===== config.mk =====
export PLATFORM = sky130hd
export DESIGN_NAME = pdf_text_string_hex_rewriter_unit
export DESIGN_NICKNAME = d
export VERILOG_FILES = /design/src/hw/rtl/pdfhex_pkg.sv /design/src/hw/rtl/pdfhex_step.sv /design/src/hw/rtl/pdf_text_string_hex_rewriter_unit.sv
export SDC_FILE = /design/constraint.sdc
export NUM_CORES = 1
export LEC_CHECK = 0
export ABC_AREA = 1
export BUFFER_PORTS_ARGS = -buffer_cell sky130_fd_sc_hd__buf_2
export CAP_MARGIN = 5
export CORE_MARGIN = 3
export CORE_UTILIZATION = 58
export CTS_CLUSTER_SIZE = 24
export DETAILED_ROUTE_END_ITERATION = 16
export PLACE_DENSITY = 0.77
export SLEW_MARGIN = 20
export SYNTH_ARGS = -nofsm -noshare
export SYNTH_HDL_FRONTEND = slang
export SYNTH_SLANG_ARGS = --single-unit

===== constraint.sdc =====
create_clock -name clk -period 5.3 [get_ports clk]
set_clock_uncertainty 0.05 [all_clocks]
set_input_delay 1.06 -clock clk [delete_from_list [all_inputs] [get_ports clk]]
set_output_delay 1.06 -clock clk [all_outputs]
set_load 0.01 [all_outputs]

===== src/hw/rtl/pdfhex_pkg.sv =====
`timescale 1ns / 1ps

package pdfhex_pkg;

	// parenthesis depth counter width
	localparam int DEPTH_BITS = 8;
	localparam logic [DEPTH_BITS-1:0] DEPTH_MAX = {DEPTH_BITS{1'b1}};
	localparam logic [DEPTH_BITS-1:0] DEPTH_ONE = DEPTH_BITS'(1);

	// most results one input byte can cause
	localparam int MAX_RESULTS = 3;

	localparam logic [7:0] CH_LT    = 8'h3C; // '<'
	localparam logic [7:0] CH_GT    = 8'h3E; // '>'
	localparam logic [7:0] CH_LPAR  = 8'h28; // '('
	localparam logic [7:0] CH_RPAR  = 8'h29; // ')'
	localparam logic [7:0] CH_BSL   = 8'h5C; // backslash
	localparam logic [7:0] CH_B     = 8'h42;
	localparam logic [7:0] CH_T     = 8'h54;
	localparam logic [7:0] CH_E     = 8'h45;
	localparam logic [7:0] CH_SPACE = 8'h20;
	localparam logic [7:0] CH_TAB   = 8'h09;
	localparam logic [7:0] CH_CR    = 8'h0D;
	localparam logic [7:0] CH_ZERO  = 8'h30;
	localparam logic [7:0] CH_UC_A  = 8'h41;

	typedef struct packed {
		logic [7:0] data_byte;
		logic       end_of_file;
	} in_item_t;

	typedef struct packed {
		logic [7:0] out_byte;
		logic       last_of_run;
	} out_item_t;

	typedef struct packed {
		logic [7:0]            first_token_byte;
		logic [7:0]            second_token_byte;
		logic [1:0]            token_length;
		logic                  inside_text_block;
		logic                  inside_string;
		logic [DEPTH_BITS-1:0] nesting_depth;
		logic                  escape_pending;
	} parse_state_t;

	// bytes produced by one input byte, in output order
	typedef struct packed {
		logic [1:0]                       cnt;
		logic [MAX_RESULTS-1:0][7:0]      bytes;
	} run_t;

	function automatic logic [7:0] hex_digit(input logic [3:0] nib);
		logic [7:0] r;
		if (nib < 4'd10) begin
			r = CH_ZERO + {4'd0, nib};
		end else begin
			r = CH_UC_A + {4'd0, nib} - 8'd10;
		end
		return r;
	endfunction

	function automatic logic is_space(input logic [7:0] b);
		return (b == CH_SPACE) || ((b >= CH_TAB) && (b <= CH_CR));
	endfunction

endpackage


===== src/hw/rtl/pdfhex_step.sv =====
`timescale 1ns / 1ps

module pdfhex_step (
	input  pdfhex_pkg::parse_state_t cur,
	input  pdfhex_pkg::in_item_t     item,
	output pdfhex_pkg::parse_state_t nxt,
	output pdfhex_pkg::run_t         res
);

	always_comb begin
		logic [7:0]                        b;
		logic [pdfhex_pkg::DEPTH_BITS-1:0] d;
		b   = item.data_byte;
		d   = cur.nesting_depth;
		nxt = cur;
		res = '0;

		if (cur.inside_string) begin
			if (cur.escape_pending) begin
				nxt.escape_pending = 1'b0;
				res.bytes[0] = pdfhex_pkg::hex_digit(b[7:4]);
				res.bytes[1] = pdfhex_pkg::hex_digit(b[3:0]);
				res.cnt      = 2'd2;
			end else if (b == pdfhex_pkg::CH_BSL) begin
				nxt.escape_pending = 1'b1;
			end else begin
				if (b == pdfhex_pkg::CH_LPAR && d != pdfhex_pkg::DEPTH_MAX) begin
					d = d + pdfhex_pkg::DEPTH_ONE;
				end
				if (b == pdfhex_pkg::CH_RPAR && d != '0) begin
					d = d - pdfhex_pkg::DEPTH_ONE;
				end
				nxt.nesting_depth = d;
				if (d == '0) begin
					nxt.inside_string = 1'b0;
					res.bytes[0] = pdfhex_pkg::CH_GT;
					res.cnt      = 2'd1;
				end else begin
					res.bytes[0] = pdfhex_pkg::hex_digit(b[7:4]);
					res.bytes[1] = pdfhex_pkg::hex_digit(b[3:0]);
					res.cnt      = 2'd2;
				end
			end
		end else begin
			// token tracking on the first two bytes
			if (!pdfhex_pkg::is_space(b)) begin
				if (cur.token_length == 2'd0) begin
					nxt.first_token_byte = b;
					nxt.token_length     = 2'd1;
				end else if (cur.token_length == 2'd1) begin
					nxt.second_token_byte = b;
					nxt.token_length      = 2'd2;
				end
			end else begin
				nxt.first_token_byte  = '0;
				nxt.second_token_byte = '0;
				nxt.token_length      = 2'd0;
			end
			if (nxt.token_length == 2'd2 && nxt.second_token_byte == pdfhex_pkg::CH_T) begin
				if (nxt.first_token_byte == pdfhex_pkg::CH_B) begin
					nxt.inside_text_block = 1'b1;
				end else if (nxt.first_token_byte == pdfhex_pkg::CH_E) begin
					nxt.inside_text_block = 1'b0;
				end
			end
			if (nxt.inside_text_block && b == pdfhex_pkg::CH_LPAR) begin
				nxt.inside_string  = 1'b1;
				nxt.nesting_depth  = pdfhex_pkg::DEPTH_ONE;
				nxt.escape_pending = 1'b0;
				res.bytes[0]       = pdfhex_pkg::CH_LT;
			end else begin
				res.bytes[0] = b;
			end
			res.cnt = 2'd1;
		end

		// end of file closes an open string and clears everything
		if (item.end_of_file) begin
			if (nxt.inside_string) begin
				res.bytes[res.cnt] = pdfhex_pkg::CH_GT;
				res.cnt            = res.cnt + 2'd1;
			end
			nxt = '0;
		end
	end

endmodule


===== src/hw/rtl/pdf_text_string_hex_rewriter_unit.sv =====
`timescale 1ns / 1ps

// channel | direction | handshake                    | payload
// byte    | in        | byte_valid / byte_stall      | byte_item (data_byte, end_of_file)
// run     | out       | run_valid / run_stall        | run_item (out_byte, last_of_run)
//
// an input item sits in a one-entry input register; when it advances, the parser
// state is updated and its zero to three output bytes load the run buffer
// each output byte takes one cycle on the run channel while run_stall is low; an item
// with results advances once the buffer is empty or its last byte is taken; items with no result never wait
// arst_n clears parser state, input valid and the run buffer count
// run_stall holds the current byte; byte_stall rises only while the input item waits

module pdf_text_string_hex_rewriter_unit (
	input  logic                  clk,
	input  logic                  arst_n,
	input  logic                  byte_valid,
	output logic                  byte_stall,
	input  pdfhex_pkg::in_item_t  byte_item,
	output logic                  run_valid,
	input  logic                  run_stall,
	output pdfhex_pkg::out_item_t run_item
);

	// input register
	logic                 valid_s1;
	pdfhex_pkg::in_item_t item_s1;

	// parser state
	pdfhex_pkg::parse_state_t state_q;
	pdfhex_pkg::parse_state_t state_nxt;
	pdfhex_pkg::run_t         step_res;

	// run buffer: bytes of the item being delivered
	logic [1:0]                               run_cnt_q;
	logic [1:0]                               run_pos_q;
	logic [pdfhex_pkg::MAX_RESULTS-1:0][7:0]  run_byte_q;

	logic out_take;
	logic last_take;
	logic buf_free;
	logic advance;
	logic in_take;

	pdfhex_step u_step (
		.cur  (state_q),
		.item (item_s1),
		.nxt  (state_nxt),
		.res  (step_res)
	);

	assign run_valid = (run_cnt_q != 2'd0);
	assign out_take  = run_valid && !run_stall;
	assign last_take = out_take && (run_pos_q == 2'(run_cnt_q - 2'd1));
	assign buf_free  = (run_cnt_q == 2'd0) || last_take;

	// an item moves on when its bytes fit in the buffer, or when it makes none
	assign advance    = valid_s1 && (buf_free || step_res.cnt == 2'd0);
	assign byte_stall = valid_s1 && !advance;
	assign in_take    = byte_valid && !byte_stall;

	assign run_item.out_byte    = run_byte_q[run_pos_q];
	assign run_item.last_of_run = (run_pos_q == 2'(run_cnt_q - 2'd1));

	always_ff @(posedge clk or negedge arst_n) begin
		if (!arst_n) begin
			valid_s1  <= 1'b0;
			state_q   <= '0;
			run_cnt_q <= 2'd0;
			run_pos_q <= 2'd0;
		end else begin
			if (in_take) begin
				valid_s1 <= 1'b1;
			end else if (advance) begin
				valid_s1 <= 1'b0;
			end
			if (advance) begin
				state_q <= state_nxt;
			end
			if (advance && step_res.cnt != 2'd0) begin
				run_cnt_q <= step_res.cnt;
				run_pos_q <= 2'd0;
			end else if (last_take) begin
				run_cnt_q <= 2'd0;
				run_pos_q <= 2'd0;
			end else if (out_take) begin
				run_pos_q <= run_pos_q + 2'd1;
			end
		end
	end

	// payload registers
	always_ff @(posedge clk) begin
		if (in_take) begin
			item_s1 <= byte_item;
		end
		if (advance && step_res.cnt != 2'd0) begin
			run_byte_q <= step_res.bytes;
		end
	end

endmodule

==> results of run 1 <==
[final timing paths]
kind                              from       endpoint  slack (ps)  cells after the start
min in group asynchronous       arst_n    state_q[26]         770                      1
max in group asynchronous       arst_n     state_q[3]        3860                      1
hold reg to reg            state_q[14]    state_q[14]         450                      2
setup reg to reg            item_s1[5]  run_byte_q[8]         770                     27
hold / removal             state_q[14]    state_q[14]         450                      2
setup / recovery            item_s1[5]     byte_stall         310                     27
[per-layer routing]
layer,track usage,share of wire,vias to the layer above
met3,0.0439,0.048,19
met2,0.431,0.50,124
met1,0.328,0.43,1882
li1,-,-,2047
met5,0,0,-
met4,0.0891,0.022,0
[flip-flops by register name (all words and copies together), names as in the netlist]
register and flops:
state_q 29, run_byte_q 16, item_s1 9, run_cnt_q 2
run_pos_q 2, valid_s1 1
[stage by stage]
step	setup WS (ps)	cell area (um2)	hold WS, ps	power [mW]	instances
final	306	4880	451	1.85	747
after global placement	338	4520	431	1.47	716
after detailed placement	159	4520	436	1.49	716
after CTS	28.9	4710	448	1.83	735
after floorplan	657	4380	415	1.31	609
after global routing	-34.7	4880	489	2.00	747
[critical path: stages, from the launching register on]
cell and delay (ps):
edfxtp_1 420, inv_1 100, ha_1 190, nand2_2 90, nor2_4 210, nand2_2 100, nand2_1 120, nand2_4 90
ha_4 190, nand3_1 130, nor2_4 60, nand2_4 90, nand2_4 90, nand2_1 100, nand2_1 90, nor2_1 100
nand2_1 70, nor2_2 160, nand2_2 90, nand2_4 100, inv_4 50, ha_1 270, inv_1 50, nand4_1 160
nand3_4 120, nand3_2 100, inv_1 80, buf_2 120
[synth_stat cells (5+ instances only)]
cell,n,area share
edfxtp_1,25,0.17
clkbuf_1,10,0.0086
buf_6,6,0.015
xor2_1,5,0.010
o21ai_1,5,0.0057
o21ai_2,11,0.022
o21ai_0,51,0.058
nor2_4,5,0.013
nor2_1,67,0.057
nand2_1,173,0.15
a21oi_1,11,0.013
inv_1,64,0.055
inv_2,6,0.0051
dfrtp_1,34,0.19
ha_1,14,0.040
nand3_1,33,0.038
nand2_2,26,0.037
nand4_1,23,0.033
[cells by family (layout without fill, tap and decap cells)]
| logic type | after synthesis | after routing |
|---|---|---|
| DFF | 59 | 59 |
| xor gates and xnor gates | 6 | 6 |
| AOI/OAI and AO/OA | 90 | 90 |
| buffers and inverters | 93 | 132 |
| and+or+nand+nor | 347 | 347 |
| adders and majority gates | 14 | 14 |
[final cells by class]
class | instances | area share
clock inverters | 4 | 0.00385
inverters | 73 | 0.0572
clock buffers | 12 | 0.0277
flip-flops and latches | 59 | 0.329
multi-input cells | 457 | 0.502
well taps | 99 | 0.0254
repair buffers | 43 | 0.0544
[power groups by stage]
stage | Combinational (mW) | Sequential (mW) | Clock [mW]
floorplan | 0.636 | 0.670 | 0
global placement | 0.765 | 0.703 | 0
detailed placement | 0.781 | 0.705 | 0
CTS | 0.792 | 0.696 | 0.344
global route | 0.920 | 0.710 | 0.367
finish | 0.814 | 0.696 | 0.336
[what timing repair did]
item / in CTS / in global routing
setup buffers: 3 / 12
hold buffers: 0 / 0
pin swaps: 0 / 8
gates resized for setup: 7 / 14
endpoints found under the setup margin: 1 / 1
==> flow_metrics.py, run 1 <==
metrics = {
    "flow_run": {
        "maxCapViolCount": 0,
    },
    "yosys": {
        "yosys.area_share.adder": 0.0400,
        "ys_ff_latch": 59,
        "muxShareOfSynthArea": 0,
        "yosysSeqAreaShare": 0.366,
        "synthXorXnorAreaFrac": 0.0120,
        "synth_top_family_by_area": "simple AND/OR/NAND/NOR gates",
        "synth-edff-count": 25,
        "synthesis.area_mm2": 0.00438,
        "syn_nets": 636,
        "synth_compound_area_frac": 0.120,
        "postSynthAreaPerCell_um2": 7.19,
        "synthArstFlopShare": 0.576,
        "synth-warning-count": 0,
        "synth_flop_cell": "dfrtp_1",
        "syn_inst": 609,
        "yosysUniqueCellTypes": 40,
        "yosys.area_share.simple": 0.368,
    },
    "die": {
        "start_util": 0.600,
        "die_area_mm2": 0.00863,
        "rows": 31,
        "die_w_um": 92.9,
        "core_area_mm2": 0.00729,
        "die_h_um": 92.9,
        "ios": 24,
    },
    "finish": {
        "fillers": 672,
        "antenna_cells": 0,
        "multi_input_area_mm2": 0.00245,
        "final_core_util": 0.669,
        "layout_common_cells": "171 x nand2_1, 65 x nor2_1, 62 x inv_1",
        "nets": 670,
        "layout-drive-gt1-share": 0.201,
        "syn2layout_area_growth_pct": 11.4,
        "final-seq-area_mm2": 0.00160,
        "final_common_cell": "nand2_1",
    },
    "power": {
        "switchingPower_uw": 789,
        "combPwrFrac": 0.441,
        "total_leakage_power_nw": 2.41,
        "intPower_mw": 1.06,
        "power_frac_seq": 0.377,
        "p_clk_frac": 0.182,
        "swShare": 0.427,
        "peakVddDrop_uv": 236,
        "power.density_mw_per_mm2": 379,
    },
    "sta": {
        "slew_headroom": 0.463,
        "setup_viol": 0,
        "slew_violations": 0,
        "fmax_mhz": 200,
        "finalCritPeriodShare": 0.942,
        "period_minus_slack_ps": 4990,
        "tightestPinTransition_ps": 805,
        "setup_tns_ps": 0,
        "hold_viol_final": 0,
    },
    "clocking": {
        "cts_buffers": 9,
        "worstSkewPairLatency_ps": 330,
        "htreeDepth": 3,
        "clkTransAtPathRegs_ps": 60,
        "cts_tree": "built",
        "cts_buffer_depth": 2,
        "cts.sinks": 59,
        "cts-root-buf": "clkbuf_8",
    },
    "setup_path": {
        "critPathKind": "flop to output port",
        "end_kind": "output port",
        "worstPathMaxFanout": 11,
        "critPathLaunchType": "flop",
        "worstPathArrival_ps": 3880,
        "crit_required_ps": 4190,
    },
    "drt": {
        "vias_per_cell": 5.45,
        "drt_iter0_drc": 368,
        "drt_wl_total_um": 10600,
        "drc": 0,
        "final_antenna_net_count": 0,
        "wire_per_inst_um": 14.2,
        "drt-pass1-iter-count": 5,
        "route.vias.total": 4072,
    },
    "grt": {
        "grt_max_degree": 35,
        "antenna_found_initial": 0,
        "grt_pass1_vias": 3794,
        "globalRouteOverflowTotal": 0,
        "track_usage": 0.255,
        "grt_pass1_wl_um": 17400,
    },
    "placement": {
        "gp_congestion": 0.919,
        "io_buffers": 23,
        "hpwl_um": 7850,
    },
    "status": {
        "outcome": "completed",
    },
    "min_path": {
        "hold_class": "flop to flop",
    },
}
No activity file was read; power rests on OpenSTA's default activity.
==> inputs of run 2 (changes only) <==
==> constraint.sdc (replaced) <==
create_clock -name clk -period 5.54 [get_ports clk]
set_clock_uncertainty 0.05 [all_clocks]
set_input_delay 1.108 -clock clk [delete_from_list [all_inputs] [get_ports clk]]
set_output_delay 1.108 -clock clk [all_outputs]
set_load 0.01 [all_outputs]
==> run 2 against run 1 <==
Net effect: sequential share of layout area is 0.72 points higher; final area is 2.1% lower; worst hold slack better by 4.3 ps; register-to-register slack better by 90 ps; die area stayed put; global-route usage is 0.23 points higher; total power is 2.3% lower; sequential power is 4.0% lower; first-iteration DRC count is 9.5% lower; count of clock-buffer cells in the layout stayed put; largest cell class unchanged.
==> flow_metrics.py, run 2 (synthesized netlist as in run 1, its figures left out) <==
metrics = {
    "status": {
        "outcome": "completed",
    },
    "power": {
        "power.density_mw_per_mm2": 378,
        "total_leakage_power_nw": 2.35,
        "peakVddDrop_uv": 241,
    },
    "min_path": {
        "hold_class": "flop to flop",
    },
    "drt": {
        "drt_wl_total_um": 10600,
        "drt_iter0_drc": 333,
        "vias_per_cell": 5.51,
        "drc": 0,
        "drt-pass1-iter-count": 5,
        "wire_per_inst_um": 14.3,
        "route.vias.total": 4053,
        "final_antenna_net_count": 0,
    },
    "sta": {
        "slew_violations": 0,
        "slew_headroom": 0.450,
        "setup_viol": 0,
        "tightestPinTransition_ps": 823,
        "fmax_mhz": 191,
        "setup_slack_ps": 295,
        "setup_tns_ps": 0,
        "finalCritPeriodShare": 0.947,
        "hold_viol_final": 0,
        "period_minus_slack_ps": 5240,
    },
    "finish": {
        "syn2layout_area_growth_pct": 9.00,
        "layout_common_cells": "172 x nand2_1, 67 x nor2_1, 62 x inv_1",
        "final_cells": 736,
        "fillers": 662,
        "layout-drive-gt1-share": 0.179,
        "nets": 659,
        "final_common_cell": "nand2_1",
        "biggestRegsByFlops": "state_q (29), run_byte_q (16), item_s1 (9)",
        "final_area_mm2": 0.00477,
        "antenna_cells": 0,
        "largest_register_ffs": 29,
        "regMostFlops": "state_q",
    },
    "grt": {
        "globalRouteOverflowTotal": 0,
        "grt_pass1_vias": 3826,
        "busiest_layer": "met2",
        "antenna_found_initial": 0,
        "grt_max_degree": 35,
        "use_met2": 0.433,
        "use_met1": 0.328,
        "use_met3": 0.0487,
        "track_usage": 0.257,
        "grt_pass1_wl_um": 17500,
    },
    "die": {
        "die_h_um": 92.9,
        "ios": 24,
        "rows": 31,
        "start_util": 0.600,
        "die_w_um": 92.9,
        "core_area_mm2": 0.00729,
        "die_area_mm2": 0.00863,
    },
    "clocking": {
        "cts_buffers": 9,
        "cts_tree": "built",
        "worstSkewPairLatency_ps": 340,
        "cts_buffer_depth": 2,
        "cts-root-buf": "clkbuf_8",
        "cts_hold_buf": 0,
        "htreeDepth": 3,
        "clkTransAtPathRegs_ps": 70,
        "cts.sinks": 59,
    },
    "flow_run": {
        "maxCapViolCount": 0,
    },
    "placement": {
        "place_ws_ps": 296,
        "dp.cells": 717,
        "post_dp_cell_area_mm2": 0.00453,
        "io_buffers": 23,
        "hpwl_um": 7950,
        "gp_congestion": 0.944,
    },
    "setup_path": {
        "crit_required_ps": 4380,
        "cp_slowest_cell": "edfxtp_1",
        "critPathMaxStageDelay_ps": 470,
        "worstPathMaxFanout": 11,
        "critPathLaunchType": "flop",
        "critPathKind": "flop to output port",
        "worstPathArrival_ps": 4090,
        "end_kind": "output port",
    },
}
## run 2: changes by cell type in the layout (fill, tap and decap cells not counted), sizes merged
cell / delta
clkinv: -1
bufinv: +1
buf: -11
## run 2: critical path, delay by kind of cell (launching register included)
family,cells,cell delay [ps]
buffers and inverters,5,450
adder cells (fa/ha/maj),3,730
AO/OA/AOI/OAI,1,250
AND/OR/NAND/NOR,16,1850
flip-flops,1,470
## run 2: path summary, 6_finish.rpt
kind | startpoint | end | slack, ps | cells past startpoint
worst max-delay path | item_s1[1] | byte_stall | 300 | 25
worst min-delay path | state_q[13] | state_q[13] | 450 | 2
worst max register to register | item_s1[1] | run_byte_q[11] | 860 | 24
worst min register to register | state_q[13] | state_q[13] | 450 | 2
max in group asynchronous | arst_n | state_q[1] | 4080 | 1
min in group asynchronous | arst_n | state_q[28] | 800 | 1
## run 2: timing repair
item | in CTS | in global routing
endpoints found under the hold margin | 0 | 0
pin swaps | 0 | 1
endpoints found under the setup margin | 1 | 1
resized for setup | 1 | 12
buffers inserted | 1 | 2
## run 2: per-stage QoR
stage               hold slack, ps  total power [mW]   util
floorplan                      415              1.25      -
global placement               433              1.41  0.621
detailed placement             436              1.43  0.621
CTS                            449              1.80  0.647
global route                   476              1.94  0.654
finish                         455              1.80  0.654
## run 2: metal layers
metal,vias to the layer above,part of all wire
met5,-,0
met2,129,0.49
met4,0,0.023
met3,25,0.059
met1,1867,0.43
li1,2032,-
## run 2: final cells by class
class | instances | area [um2] | area share
Tap cell | 99 | 124 | 0.0260
Clock buffer | 12 | 135 | 0.0283
Inverter | 73 | 279 | 0.0585
Sequential cell | 59 | 1600 | 0.336
Timing Repair Buffer | 32 | 183 | 0.0383
Clock inverter | 4 | 42.5 | 0.00891
Multi-Input combinational cell | 457 | 2400 | 0.504
## run 2: power by group
part	total, mW	internal [mW]	switching (mW)
Clock	0.366	0.204	0.162
Combinational	0.769	0.243	0.525
Sequential	0.668	0.597	0.0713
Total	1.80	1.04	0.759
==> inputs of run 3 (changes only) <==
--- a/config.mk
+++ b/config.mk
@@ -8,7 +8,7 @@
 export ABC_AREA = 1
 export BUFFER_PORTS_ARGS = -buffer_cell sky130_fd_sc_hd__buf_2
 export CAP_MARGIN = 5
-export CORE_MARGIN = 3
+export CORE_MARGIN = 2
 export CORE_UTILIZATION = 58
 export CTS_CLUSTER_SIZE = 24
 export DETAILED_ROUTE_END_ITERATION = 16
==> constraint.sdc (replaced) <==
create_clock -name clk -period 5.54 [get_ports clk]
set_clock_uncertainty 0.05 [all_clocks]
set_input_delay 1.108 -clock clk [delete_from_list [all_inputs] [get_ports clk]]
set_output_delay 1.108 -clock clk [all_outputs]
set_load 0.02 [all_outputs]
==> run 3 against run 2 <==
Net effect: first-iteration DRC count increased by 29%; worst hold slack improved by 0.64 ps; final area unchanged; maximum frequency decreased by 0.12%; register-to-register slack improved by 90 ps; sequential share of layout area unchanged; via count increased by 0.27%; core utilization unchanged; critical path type unchanged; critical endpoint unchanged.
==> flow_metrics.py, run 3 (synthesized netlist as in run 1, its figures left out) <==
metrics = {
    "sta": {
        "setup_tns_ps": 0,
        "finalCritPeriodShare": 0.948,
        "slew_headroom": 0.468,
        "tightestPinTransition_ps": 798,
        "fmax_mhz": 190,
        "period_minus_slack_ps": 5250,
        "slew_violations": 0,
        "setup_viol": 0,
        "hold_viol_final": 0,
    },
    "drt": {
        "wire_per_inst_um": 14.3,
        "vias_per_cell": 5.52,
        "drt_iter0_drc": 430,
        "route.vias.total": 4064,
        "drt-pass1-iter-count": 5,
        "final_antenna_net_count": 0,
        "drt_wl_total_um": 10500,
        "drc": 0,
    },
    "setup_path": {
        "endpoint": "byte_stall",
        "cp.depth": 27,
        "cp_slowest_cell": "edfxtp_1",
        "worstPathArrival_ps": 4090,
        "worstPathMaxFanout": 11,
        "critPathMaxStageDelay_ps": 430,
        "r2r_slack_ps": 950,
        "critPathLaunchType": "flop",
        "regToRegEndpoint": "run_byte_q[10]",
        "r2r-start": "item_s1[5]",
        "path_buf_inv": 5,
        "end_kind": "output port",
        "path_delay_family": "simple AND/OR/NAND/NOR gates",
        "crit_required_ps": 4380,
        "critPathKind": "flop to output port",
        "reg2reg_depth": 26,
        "startpoint": "item_s1[5]",
        "cpMostUsedCell": "nand2_1",
    },
    "clocking": {
        "cts_buffers": 9,
        "cts.sinks": 59,
        "cts_buffer_depth": 2,
        "cts_tree": "built",
        "clkTransAtPathRegs_ps": 70,
        "cts-root-buf": "clkbuf_8",
        "worstSkewPairLatency_ps": 340,
        "cts_hold_buf": 0,
        "htreeDepth": 3,
    },
    "die": {
        "die_area_mm2": 0.00826,
        "rows": 31,
        "start_util": 0.600,
        "ios": 24,
        "core_area_mm2": 0.00729,
        "die_h_um": 90.9,
        "die_w_um": 90.9,
    },
    "finish": {
        "layout_common_cells": "173 x nand2_1, 67 x nor2_1, 61 x inv_1",
        "fillers": 666,
        "regMostFlops": "state_q",
        "nets": 659,
        "antenna_cells": 0,
        "layout-drive-gt1-share": 0.179,
        "final_common_cell": "nand2_1",
        "final-seq-area_mm2": 0.00160,
        "largest_register_ffs": 29,
        "final_core_util": 0.654,
        "final_area_mm2": 0.00477,
        "syn2layout_area_growth_pct": 9.00,
        "multi_input_area_mm2": 0.00240,
        "biggestRegsByFlops": "state_q (29), run_byte_q (16), item_s1 (9)",
    },
    "grt": {
        "track_usage": 0.268,
        "grt_pass1_wl_um": 17700,
        "grt_max_degree": 35,
        "antenna_found_initial": 0,
        "globalRouteOverflowTotal": 0,
        "grt_pass1_vias": 3739,
    },
    "placement": {
        "gp_congestion": 0.947,
        "io_buffers": 23,
        "post_dp_cell_area_mm2": 0.00452,
        "hpwl_um": 7830,
    },
    "min_path": {
        "hold_class": "flop to flop",
    },
    "power": {
        "peakVddDrop_uv": 258,
        "total_leakage_power_nw": 2.35,
        "power.density_mw_per_mm2": 385,
    },
    "status": {
        "outcome": "completed",
    },
    "flow_run": {
        "maxCapViolCount": 0,
    },
}
run 3: worst reg2reg max path: cells and delay by family, from the launching register on:
family                     cells  cell delay, ps
buffers and inverters          4             780
adders and majority gates      3             700
and+or+nand+nor               19            2270
DFF                            1             430
run 3: routing by layer:
metal  up-vias  part of all wire  global-route usage
met3        18             0.053              0.0434
met4         0             0.021               0.105
li1       2034                 -                   -
met1      1893              0.44               0.362
met2       119              0.49               0.433
met5         -                 0                   0
run 3: where the power goes:
part | leakage (nW) | internal (mW) | switching, mW | total [mW]
clock network | 0.0894 | 0.204 | 0.161 | 0.365
logic | 1.56 | 0.242 | 0.558 | 0.800
registers | 0.697 | 0.597 | 0.0736 | 0.670
run 3: repair_timing:
action                     CTS  global route
setup endpoints to repair    1             1
resized for setup            3            11
pin swaps                    0             2
buffers inserted             1             3
run 3: stage by stage:
step	instances	power [mW]	setup WS, ps	hold WS (ps)
6_report	736	1.84	289	456
3_5_place_dp	716	1.46	262	443
2_1_floorplan	609	1.29	792	415
4_1_cts	733	1.83	10.5	456
5_1_grt	736	1.98	-59.8	483
3_3_place_gp	716	1.44	441	432
run 3: worst min path at each step:
| stage | from | to | slack, ps | cells past startpoint |
|---|---|---|---|---|
| finish | state_q[14] | state_q[14] | 460 | 2 |
| global route | state_q[10] | state_q[10] | 480 | 2 |
| CTS | state_q[14] | state_q[14] | 460 | 2 |
| global placement | state_q[15] | state_q[15] | 430 | 2 |
| detailed placement | state_q[14] | state_q[14] | 440 | 2 |
| floorplan | state_q[10] | state_q[10] | 410 | 2 |
run 3: area by class of cell:
cell class / count / share of cell area
Multi-Input combinational cell: 457 / 0.503
Sequential cell: 59 / 0.336
Inverter: 73 / 0.0590
Timing Repair Buffer: 32 / 0.0383
Clock buffer: 12 / 0.0283
Tap cell: 99 / 0.0260
Clock inverter: 4 / 0.00891
